### config.mk
export PLATFORM = sky130hd
export DESIGN_NAME = sm3_hash_engine_flat
export DESIGN_NICKNAME = d
export VERILOG_FILES = /design/src/hw/rtl/sm3_pkg.sv /design/src/hw/rtl/sm3_if.sv /design/src/hw/rtl/sm3_msg_sched.sv /design/src/hw/rtl/sm3_core.sv /design/src/hw/rtl/sm3_hash_engine.sv /design/src/flat_wrapper.sv
export VERILOG_INCLUDE_DIRS = /design/src /design/src/hw/rtl
export SDC_FILE = /design/constraint.sdc
export NUM_CORES = 2
export LEC_CHECK = 0
export BUFFER_PORTS_ARGS = -buffer_cell sky130_fd_sc_hd__buf_2
export CORE_UTILIZATION = 45
export CTS_CLUSTER_SIZE = 40
export DETAILED_ROUTE_END_ITERATION = 7
export GPL_ROUTABILITY_DRIVEN = 0
export MAX_ROUTING_LAYER = met4
export PLACE_DENSITY = 0.65
export SLEW_MARGIN = 20
export SYNTH_ARGS = -nofsm -noshare
export SYNTH_HDL_FRONTEND = slang
export SYNTH_SLANG_ARGS = --single-unit
### constraint.sdc
create_clock -name clk -period 12.2 [get_ports clk]
set_input_delay 2.44 -clock clk [delete_from_list [all_inputs] [get_ports clk]]
set_output_delay 2.44 -clock clk [all_outputs]
set_load 0.02 [all_outputs]
### src/hw/rtl/sm3_hash_engine_defines.svh
// ----------------------------------------------------------------------------
// SM3 hash engine assertion macros
// These are shared checking macros. They are empty when SYNTHESIS is defined.
// ----------------------------------------------------------------------------
`ifndef SM3_HASH_ENGINE_DEFINES_SVH
`define SM3_HASH_ENGINE_DEFINES_SVH

`ifndef SYNTHESIS

// Checks that a property holds on every clock edge outside reset.
`define SM3_ASSERT(lbl, prop) \
  lbl: assert property (@(posedge clk) disable iff (!rst_n) prop) \
    else $error("sm3 hash engine: assertion failed");

// Checks that a condition implies a result in the same cycle.
`define SM3_ASSERT_IMPL(lbl, ante, cons) \
  `SM3_ASSERT(lbl, (ante) |-> (cons))

`else

`define SM3_ASSERT(lbl, prop)
`define SM3_ASSERT_IMPL(lbl, ante, cons)

`endif

`endif

### src/hw/rtl/sm3_pkg.sv
// ----------------------------------------------------------------------------
// SM3 hash engine package
// Types, constants and round functions that the engine's files share.
// ----------------------------------------------------------------------------
package sm3_pkg;

  typedef logic [31:0] word_t;
  typedef logic [3:0]  wptr_t;
  typedef logic [5:0]  round_t;
  typedef logic [2:0]  didx_t;
  typedef logic [2:0]  bcount_t;
  typedef logic [63:0] blen_t;

  localparam int unsigned NUM_HASH_WORDS = 8;
  localparam int unsigned BLK_WORDS      = 16;

  localparam word_t IV [NUM_HASH_WORDS] = '{
    32'h7380166F, 32'h4914B2B9, 32'h172442D7, 32'hDA8A0600,
    32'hA96F30BC, 32'h163138AA, 32'hE38DEE4D, 32'hB0FB0E4E
  };

  localparam word_t   T0         = 32'h79CC4519;
  localparam word_t   T1         = 32'h7A879D8A;
  localparam word_t   PAD_WORD   = 32'h80000000;
  localparam word_t   ZERO_WORD  = 32'h00000000;
  localparam logic [7:0] PAD_BYTE = 8'h80;

  localparam wptr_t   LEN_HI_POS    = 4'd14;
  localparam wptr_t   LEN_LO_POS    = 4'd15;
  localparam wptr_t   BLK_LAST_POS  = 4'd15;
  localparam round_t  LAST_ROUND    = 6'd63;
  localparam round_t  T_SWITCH_ROUND = 6'd15;
  localparam round_t  XOR_ROUNDS    = 6'd16;
  localparam didx_t   LAST_DIDX     = 3'd7;
  localparam bcount_t FULL_COUNT    = 3'd4;

  typedef enum logic [1:0] {
    S_IDLE,
    S_PAD,
    S_COMP,
    S_OUT
  } state_t;

  typedef struct packed {
    logic   init;
    logic   load;
    logic   step;
    round_t round;
  } core_ctrl_t;

  // Rotate left by a constant amount between 1 and 31.
  function automatic word_t rotl(input word_t x, input int unsigned n);
    return (x << n) | (x >> (32 - n));
  endfunction

  function automatic word_t p0(input word_t x);
    return x ^ rotl(x, 9) ^ rotl(x, 17);
  endfunction

  function automatic word_t p1(input word_t x);
    return x ^ rotl(x, 15) ^ rotl(x, 23);
  endfunction

endpackage

### src/hw/rtl/sm3_if.sv
// ----------------------------------------------------------------------------
// SM3 hash engine channels
// Valid/ready channels for message words in and digest words out.
// ----------------------------------------------------------------------------
interface sm3_in_if import sm3_pkg::*; ();
  logic    valid;
  logic    ready;
  word_t   data_word;
  bcount_t byte_count;
  logic    last_item;

  modport source (output valid, output data_word, output byte_count, output last_item,
                  input ready);
  modport sink   (input valid, input data_word, input byte_count, input last_item,
                  output ready);
endinterface

interface sm3_out_if import sm3_pkg::*; ();
  logic  valid;
  logic  ready;
  word_t digest_word;
  didx_t word_index;
  logic  last_word;

  modport source (output valid, output digest_word, output word_index, output last_word,
                  input ready);
  modport sink   (input valid, input digest_word, input word_index, input last_word,
                  output ready);
endinterface

### src/hw/rtl/sm3_msg_sched.sv
// ----------------------------------------------------------------------------
// SM3 message schedule
// Holds the 16-word block and, while rounds run, slides it as a window
// over the expanded message, producing one new word per round.
// ----------------------------------------------------------------------------
module sm3_msg_sched import sm3_pkg::*; (
  input  logic  clk,
  input  logic  wr_en,
  input  wptr_t wr_idx,
  input  word_t wr_data,
  input  logic  shift,
  output word_t w_cur,
  output word_t w_prime
);

  word_t win_r [BLK_WORDS];
  word_t expand;

  // Window slot i holds W[j+i] during round j.
  assign expand = p1(win_r[0] ^ win_r[7] ^ rotl(win_r[13], 15))
                  ^ rotl(win_r[3], 7) ^ win_r[10];

  always_ff @(posedge clk) begin
    if (shift) begin
      for (int i = 0; i < BLK_WORDS - 1; i++) begin
        win_r[i] <= win_r[i + 1];
      end
      win_r[BLK_WORDS - 1] <= expand;
    end else if (wr_en) begin
      win_r[wr_idx] <= wr_data;
    end
  end

  assign w_cur   = win_r[0];
  assign w_prime = win_r[0] ^ win_r[4];

endmodule

### src/hw/rtl/sm3_core.sv
// ----------------------------------------------------------------------------
// SM3 compression core
// Chaining state and one shared round unit that runs a round per cycle.
// ----------------------------------------------------------------------------
module sm3_core import sm3_pkg::*; (
  input  logic       clk,
  input  logic       rst_n,
  input  core_ctrl_t ctrl,
  input  word_t      w_cur,
  input  word_t      w_prime,
  input  didx_t      rd_idx,
  output word_t      rd_word
);

  word_t hash_r [NUM_HASH_WORDS];
  word_t work_r [NUM_HASH_WORDS];
  word_t work_nxt [NUM_HASH_WORDS];
  word_t tj_r;
  word_t tj_nxt;
  word_t a12;
  word_t ss1;
  word_t ss2;
  word_t ff;
  word_t gg;
  word_t tt1;
  word_t tt2;

  always_comb begin
    a12 = rotl(work_r[0], 12);
    ss1 = rotl(a12 + work_r[4] + tj_r, 7);
    ss2 = ss1 ^ a12;
    if (ctrl.round < XOR_ROUNDS) begin
      ff = work_r[0] ^ work_r[1] ^ work_r[2];
      gg = work_r[4] ^ work_r[5] ^ work_r[6];
    end else begin
      ff = (work_r[0] & work_r[1]) | (work_r[0] & work_r[2]) | (work_r[1] & work_r[2]);
      gg = (work_r[4] & work_r[5]) | (~work_r[4] & work_r[6]);
    end
    tt1 = ff + work_r[3] + ss2 + w_prime;
    tt2 = gg + work_r[7] + ss1 + w_cur;

    work_nxt[0] = tt1;
    work_nxt[1] = work_r[0];
    work_nxt[2] = rotl(work_r[1], 9);
    work_nxt[3] = work_r[2];
    work_nxt[4] = p0(tt2);
    work_nxt[5] = work_r[4];
    work_nxt[6] = rotl(work_r[5], 19);
    work_nxt[7] = work_r[6];

    // The round constant is kept pre-rotated: one more bit per round, and
    // the second constant starts at a rotation of sixteen.
    if (ctrl.round == T_SWITCH_ROUND) begin
      tj_nxt = rotl(T1, 16);
    end else begin
      tj_nxt = rotl(tj_r, 1);
    end
  end

  always_ff @(posedge clk) begin
    if (!rst_n) begin
      for (int i = 0; i < NUM_HASH_WORDS; i++) begin
        hash_r[i] <= IV[i];
      end
    end else if (ctrl.init) begin
      for (int i = 0; i < NUM_HASH_WORDS; i++) begin
        hash_r[i] <= IV[i];
      end
    end else if (ctrl.step && (ctrl.round == LAST_ROUND)) begin
      for (int i = 0; i < NUM_HASH_WORDS; i++) begin
        hash_r[i] <= hash_r[i] ^ work_nxt[i];
      end
    end
  end

  always_ff @(posedge clk) begin
    if (ctrl.load) begin
      work_r <= hash_r;
      tj_r   <= T0;
    end else if (ctrl.step) begin
      work_r <= work_nxt;
      tj_r   <= tj_nxt;
    end
  end

  assign rd_word = hash_r[rd_idx];

endmodule

### src/hw/rtl/sm3_hash_engine.sv
// ----------------------------------------------------------------------------
// SM3 hash engine
// Packs message words into 64-byte blocks, pads the message on its last
// word and compresses each block with a shared one-round-per-cycle unit.
//
//   Channel  Dir  Payload                               Per word
//   in_ch    in   data_word, byte_count, last_item      up to 4 message bytes
//   out_ch   out  digest_word, word_index, last_word    one digest word
//
// A word that completes a block is followed by the rounds of its compression
// in the round unit. A last word is followed by the padding words, one or
// two compressions and then the eight digest words. No input is taken
// while a block is being padded or compressed.
// Reset is synchronous; no clearing pass is needed. A stalled digest word
// holds until it is taken; no input is taken while a digest is pending.
// ----------------------------------------------------------------------------
`include "sm3_hash_engine_defines.svh"

module sm3_hash_engine import sm3_pkg::*; (
  input logic       clk,
  input logic       rst_n,
  sm3_in_if.sink    in_ch,
  sm3_out_if.source out_ch
);

  state_t     state_r, state_nxt;
  wptr_t      wptr_r, wptr_nxt;
  round_t     round_r, round_nxt;
  didx_t      didx_r, didx_nxt;
  blen_t      bit_len_r, bit_len_nxt;
  logic       pad_r, pad_nxt;
  logic       pend80_r, pend80_nxt;
  logic       len_ok_r, len_ok_nxt;
  logic       len_done_r, len_done_nxt;

  logic       in_accept;
  logic       out_accept;
  bcount_t    cnt;
  word_t      tail_word;
  logic       wr_en;
  word_t      wr_data;
  core_ctrl_t ctrl;
  word_t      w_cur;
  word_t      w_prime;
  word_t      rd_word;

  assign in_ch.ready  = (state_r == S_IDLE);
  assign out_ch.valid = (state_r == S_OUT);
  assign in_accept    = in_ch.valid && in_ch.ready;
  assign out_accept   = out_ch.valid && out_ch.ready;

  // Only the last word may carry fewer than four bytes.
  always_comb begin
    if (!in_ch.last_item || (in_ch.byte_count > FULL_COUNT)) begin
      cnt = FULL_COUNT;
    end else begin
      cnt = in_ch.byte_count;
    end
  end

  // The last word carries its bytes followed by the 0x80 marker, unless it
  // is full and the marker goes into the next word.
  always_comb begin
    case (cnt)
      3'd0:    tail_word = PAD_WORD;
      3'd1:    tail_word = {in_ch.data_word[31:24], PAD_BYTE, 16'h0000};
      3'd2:    tail_word = {in_ch.data_word[31:16], PAD_BYTE, 8'h00};
      3'd3:    tail_word = {in_ch.data_word[31:8], PAD_BYTE};
      default: tail_word = in_ch.data_word;
    endcase
  end

  always_comb begin
    state_nxt    = state_r;
    wptr_nxt     = wptr_r;
    round_nxt    = round_r;
    didx_nxt     = didx_r;
    bit_len_nxt  = bit_len_r;
    pad_nxt      = pad_r;
    pend80_nxt   = pend80_r;
    len_ok_nxt   = len_ok_r;
    len_done_nxt = len_done_r;
    wr_en        = 1'b0;
    wr_data      = tail_word;
    ctrl         = '0;
    ctrl.round   = round_r;

    case (state_r)
      S_IDLE: begin
        if (in_accept) begin
          wr_en       = 1'b1;
          wptr_nxt    = wptr_r + 4'd1;
          bit_len_nxt = bit_len_r + {58'd0, cnt, 3'b000};
          if (in_ch.last_item) begin
            pad_nxt      = 1'b1;
            pend80_nxt   = (cnt == FULL_COUNT);
            len_ok_nxt   = (cnt != FULL_COUNT) && (wptr_r < LEN_HI_POS);
            len_done_nxt = 1'b0;
          end
          if (wptr_r == BLK_LAST_POS) begin
            ctrl.load = 1'b1;
            round_nxt = '0;
            state_nxt = S_COMP;
          end else if (in_ch.last_item) begin
            state_nxt = S_PAD;
          end
        end
      end

      S_PAD: begin
        wr_en    = 1'b1;
        wptr_nxt = wptr_r + 4'd1;
        if (pend80_r) begin
          wr_data    = PAD_WORD;
          pend80_nxt = 1'b0;
          len_ok_nxt = (wptr_r < LEN_HI_POS);
        end else if (len_ok_r && (wptr_r == LEN_HI_POS)) begin
          wr_data = bit_len_r[63:32];
        end else if (len_ok_r && (wptr_r == LEN_LO_POS)) begin
          wr_data      = bit_len_r[31:0];
          len_done_nxt = 1'b1;
        end else begin
          wr_data = ZERO_WORD;
        end
        if (wptr_r == BLK_LAST_POS) begin
          ctrl.load = 1'b1;
          round_nxt = '0;
          state_nxt = S_COMP;
        end
      end

      S_COMP: begin
        ctrl.step = 1'b1;
        round_nxt = round_r + 6'd1;
        if (round_r == LAST_ROUND) begin
          if (!pad_r) begin
            state_nxt = S_IDLE;
          end else if (len_done_r) begin
            didx_nxt  = '0;
            state_nxt = S_OUT;
          end else begin
            // The length did not fit after the marker: a fresh block follows.
            len_ok_nxt = 1'b1;
            state_nxt  = S_PAD;
          end
        end
      end

      S_OUT: begin
        if (out_accept) begin
          didx_nxt = didx_r + 3'd1;
          if (didx_r == LAST_DIDX) begin
            ctrl.init    = 1'b1;
            bit_len_nxt  = '0;
            pad_nxt      = 1'b0;
            len_done_nxt = 1'b0;
            len_ok_nxt   = 1'b0;
            state_nxt    = S_IDLE;
          end
        end
      end

      default: begin
        state_nxt = S_IDLE;
      end
    endcase
  end

  always_ff @(posedge clk) begin
    if (!rst_n) begin
      state_r    <= S_IDLE;
      wptr_r     <= '0;
      round_r    <= '0;
      didx_r     <= '0;
      bit_len_r  <= '0;
      pad_r      <= 1'b0;
      pend80_r   <= 1'b0;
      len_ok_r   <= 1'b0;
      len_done_r <= 1'b0;
    end else begin
      state_r    <= state_nxt;
      wptr_r     <= wptr_nxt;
      round_r    <= round_nxt;
      didx_r     <= didx_nxt;
      bit_len_r  <= bit_len_nxt;
      pad_r      <= pad_nxt;
      pend80_r   <= pend80_nxt;
      len_ok_r   <= len_ok_nxt;
      len_done_r <= len_done_nxt;
    end
  end

  sm3_msg_sched u_sched (
    .clk     (clk),
    .wr_en   (wr_en),
    .wr_idx  (wptr_r),
    .wr_data (wr_data),
    .shift   (ctrl.step),
    .w_cur   (w_cur),
    .w_prime (w_prime)
  );

  sm3_core u_core (
    .clk     (clk),
    .rst_n   (rst_n),
    .ctrl    (ctrl),
    .w_cur   (w_cur),
    .w_prime (w_prime),
    .rd_idx  (didx_r),
    .rd_word (rd_word)
  );

  assign out_ch.digest_word = rd_word;
  assign out_ch.word_index  = didx_r;
  assign out_ch.last_word   = (didx_r == LAST_DIDX);

  `SM3_ASSERT(a_one_side_open, !(in_ch.ready && out_ch.valid))
  `SM3_ASSERT(a_rounds_end, (state_r == S_COMP && round_r == LAST_ROUND) |=> state_r != S_COMP)
  `SM3_ASSERT(a_digest_clears, (out_accept && out_ch.last_word) |=> (bit_len_r == '0 && !pad_r))
  `SM3_ASSERT_IMPL(a_out_block_aligned, out_ch.valid, wptr_r == '0 && len_done_r)

endmodule

### src/flat_wrapper.sv
// flat-port wrapper written by rule: the top's interface ports become plain ports
module sm3_hash_engine_flat import sm3_pkg::*;
  (clk, rst_n, in_ch_valid, in_ch_data_word, in_ch_byte_count, in_ch_last_item, in_ch_ready, out_ch_valid, out_ch_digest_word, out_ch_word_index, out_ch_last_word, out_ch_ready);
  sm3_in_if in_ch_i ();
  sm3_out_if out_ch_i ();
  input logic clk;
  input logic rst_n;
  input wire logic [$bits(in_ch_i.valid)-1:0] in_ch_valid;
  input wire logic [$bits(in_ch_i.data_word)-1:0] in_ch_data_word;
  input wire logic [$bits(in_ch_i.byte_count)-1:0] in_ch_byte_count;
  input wire logic [$bits(in_ch_i.last_item)-1:0] in_ch_last_item;
  output wire logic [$bits(in_ch_i.ready)-1:0] in_ch_ready;
  output wire logic [$bits(out_ch_i.valid)-1:0] out_ch_valid;
  output wire logic [$bits(out_ch_i.digest_word)-1:0] out_ch_digest_word;
  output wire logic [$bits(out_ch_i.word_index)-1:0] out_ch_word_index;
  output wire logic [$bits(out_ch_i.last_word)-1:0] out_ch_last_word;
  input wire logic [$bits(out_ch_i.ready)-1:0] out_ch_ready;
  assign in_ch_i.valid = in_ch_valid;
  assign in_ch_i.data_word = in_ch_data_word;
  assign in_ch_i.byte_count = in_ch_byte_count;
  assign in_ch_i.last_item = in_ch_last_item;
  assign in_ch_ready = in_ch_i.ready;
  assign out_ch_valid = out_ch_i.valid;
  assign out_ch_digest_word = out_ch_i.digest_word;
  assign out_ch_word_index = out_ch_i.word_index;
  assign out_ch_last_word = out_ch_i.last_word;
  assign out_ch_i.ready = out_ch_ready;
  sm3_hash_engine u_core (.clk(clk), .rst_n(rst_n), .in_ch(in_ch_i), .out_ch(out_ch_i));
endmodule
==> impl_metrics.yaml <==
hold_path:
  min_from: "u_core.round_r[3]"
  hp-class: "reg -> reg"
  hold_path_end: "u_core.round_r[3]"
  min_path_cells: 1
logic_synthesis:
  yosysUniqueCellTypes: 80
  ys_seq_area_share_pct: 49.3
  async_reset_ff_share_pct: 0
  ys_top_cells_by_area: "edfxtp_1 (37%), dfxtp_1 (12%), nand2_1 (8.6%)"
  netlist_area_um2: 61800
  synth_top_area_cell: "edfxtp_1"
  synth_fp_nets: 6546
  synth_commonest_cells: "nand2_1 (1420), o21ai_0 (793), edfxtp_1 (768)"
  synth_edf_count: 768
  synth.top_cell.area_share_pct: 37.3
  synthCells: 6215
  synth.most_common_cell: "nand2_1"
  avgSynthCellArea_um2: 9.94
  synth_warnings: 0
  synth_flop_cell: "edfxtp_1"
  ys_seq_elements: 1136
status:
  status: "completed"
detailed_routing:
  routed-via-count: 46891
  first_pass_iters: 8
  ant_nets: 0
  drc: 0
  detail_route.wl_per_cell_um: 24.4
  routed_via_density: 5.83
  wirelength_mm: 196
  drt_first_iter_violations: 5824
floorplan:
  initial_utilization_pct: 45.5
  num_rows: 135
  die_y_um: 372
  die_width_um: 372
  io-pin-count: 78
  die-area_um2: 139000
  core_region_area_um2: 136000
sta:
  skew_ns: 0.0328
  finalWorstSetupSlack_ns: 4.09
  rsz0062_at_grt: "no"
  relSlewSlack_pct: 15.2
  fin_setup_tns_ns: 0
  fin_crit_ns: 8.11
  worstMarginPinSlew_ns: 1.27
  final-max-slew-violation-count: 0
  setup-violations-final: 0
  fmax_mhz: 123
  hold_viol_final: 0
  fin_crit_sh_pct: 66.5
clock_network:
  clk-insertion-delay-late_ns: 0.76
  ctsHtreeMaxLevel: 3
  cts_inserted_buffers: 116
  cts_root_buffer: "clkbuf_16"
  cts_buffer_depth: 3
  cts_resized: 0
  ctsHoldBuffers: 0
  cts_tree: "yes"
  cts.sinks: 1136
  clk_pin_slew_ns: 0.06
  post_cts_buffers: 0
placement:
  pre_cts_slack_ns: 4.25
  post-dp-hpwl_mm: 139
  port_buffers: 77
critical_path:
  worstSetupPathType: "reg -> reg"
  startpoint_type: "register"
  r2r-end: "u_core.u_core.work_nxt[223]"
  critPathRequiredTime_ns: 12.70
  crit_arrival_ns: 8.61
  crit-reg2reg-launch: "u_core.u_core.work_nxt[65]"
  critPathCaptureType: "register"
  slowest_stage: "fa_1"
  reg2reg_depth: 31
  crit_fanout: 8
  rrSetupSlack_ns: 4.09
  cpPeakStageDelay_ns: 0.55
  cp_top_family: "compound AO/OA/AOI/OAI gates"
  crit_buf_inv: 5
  cp_common_cell: "inv_1"
cells_and_area:
  nets: 6482
  drive_gt1_share_pct: 8.24
  synthToLayoutAreaGrowth_pct: 9.95
job:
  maxCapViolations: 0
global_routing:
  antenna_found_initial: 4
  first_global_vias: 43482
  grt_pass1_wl_mm: 290
  grtUsageTotal_pct: 29.0
  grt_overflow: 0
  grt_start_max_net_pins: 227
power:
  vdd_drop_max_v: 0.000122
  total_power_mw: 9.93
  powerDensity_nw_per_um2: 146
  leakagePower_nw: 26.6
-- cell type report --
cell class                      count  area (µm²)
Timing Repair Buffer              162        1070
Tap cell                         1781        2230
Antenna cell                        4        10.0
Fill cell                       12406       67900
Multi-Input combinational cell   4485       29200
Sequential cell                  1136       30400
Clock inverter                     66         758
Inverter                          250         946
Clock buffer                      154        3250
-- report_power, final --
| group | switching (mW) | total, mW | internal [mW] |
|---|---|---|---|
| Combinational | 1.18 | 1.86 | 0.674 |
| Clock | 1.60 | 3.77 | 2.17 |
| Sequential | 0.0801 | 4.30 | 4.22 |
| Total | 2.86 | 9.93 | 7.07 |
-- placed cells by master, fill, tap and decap left out, types with 14 or more instances in the layout --
| cell | synthesis | routed |
|---|---|---|
| a21boi_0 | 14 | 14 |
| a21o_1 | 38 | 38 |
| a21oi_1 | 276 | 273 |
| a22oi_1 | 31 | 31 |
| and2_1 | 16 | 15 |
| and3_1 | 120 | 120 |
| buf_2 | 3 | 77 |
| buf_4 | 0 | 81 |
| bufinv_16 | 0 | 14 |
| clkbuf_1 | 323 | 17 |
| clkbuf_16 | 0 | 118 |
| clkbuf_8 | 0 | 16 |
| clkinv_2 | 0 | 28 |
| dfxtp_1 | 368 | 365 |
| edfxtp_1 | 768 | 768 |
| fa_1 | 189 | 189 |
| ha_1 | 102 | 102 |
| inv_1 | 249 | 249 |
| mux2_2 | 35 | 35 |
| mux2i_1 | 68 | 68 |
| mux4_2 | 64 | 64 |
| nand2_1 | 1420 | 1403 |
| nand2_2 | 0 | 14 |
| nand3_1 | 81 | 81 |
| nand4_1 | 19 | 19 |
| nor2_1 | 300 | 296 |
| nor2b_1 | 20 | 20 |
| nor3_1 | 47 | 47 |
| o211ai_1 | 15 | 15 |
| o21a_1 | 17 | 17 |
| o21ai_0 | 793 | 792 |
| or3_1 | 57 | 57 |
| xnor2_1 | 274 | 274 |
| xor2_1 | 288 | 288 |
-- flip-flops by register name, indices dropped and copies added (netlist names) --
name	count
u_core.u_sched.win_r	512
u_core.pad_r	1
u_core.u_core.work_r	128
u_core.u_core.hash_r	256
u_core.bit_len_r	61
u_core.out_ch.word_index	3
u_core.round_r	6
u_core.len_ok_r	1
u_core.pend80_r	1
u_core.u_core.tj_r	32
u_core.u_core.work_nxt	128
u_core.wptr_r	4
u_core.len_done_r	1
u_core.state_r	2
-- per-layer routing --
layer	part of all wire [%]	GRT usage [%]	up-vias	wire (µm)
met5	0	-	-	0
met4	5.6	14.0	0	10900
met2	45	42.9	2160	87800
met3	9.2	5.70	405	18000
li1	-	-	21268	-
met1	41	38.2	23058	79600
-- worst max path at each step --
stage,startpoint,endpoint,slack (ns),cells after the start
2_1_floorplan,in_ch_valid,u_core.u_core.work_nxt[0],2.05,5
3_3_place_gp,u_core.u_core.work_nxt[65],u_core.u_core.work_nxt[223],4.34,31
3_5_place_dp,u_core.u_core.work_nxt[65],u_core.u_core.work_nxt[223],4.25,31
4_1_cts,u_core.u_core.work_nxt[65],u_core.u_core.work_nxt[223],4.22,31
5_1_grt,u_core.u_core.work_nxt[65],u_core.u_core.work_nxt[222],3.75,29
6_report,u_core.u_core.work_nxt[65],u_core.u_core.work_nxt[223],4.09,31
-- cell families after synthesis --
| family | synth area share, % |
|---|---|
| AOI/OAI and AO/OA | 11.9 |
| xor gates and xnor gates | 8.36 |
| adders and majority gates | 8.19 |
| buffers and inverters | 3.63 |
| DFF | 49.3 |
| muxes | 4.07 |
| and+or+nand+nor | 14.6 |
-- per-stage QoR --
step / std cells / area [µm²] / utilization (%) / hold WS (ns)
floorplan: 6215 / 61800 / - / 0.450
global placement: 7814 / 63900 / 47.0 / 0.469
detailed placement: 7814 / 63900 / 47.0 / 0.482
CTS: 8034 / 67900 / 50.0 / 0.495
global route: 8037 / 67900 / 50.0 / 0.529
finish: 8038 / 67900 / 50.0 / 0.493
Note: power is estimated with default switching activity, not from simulation.
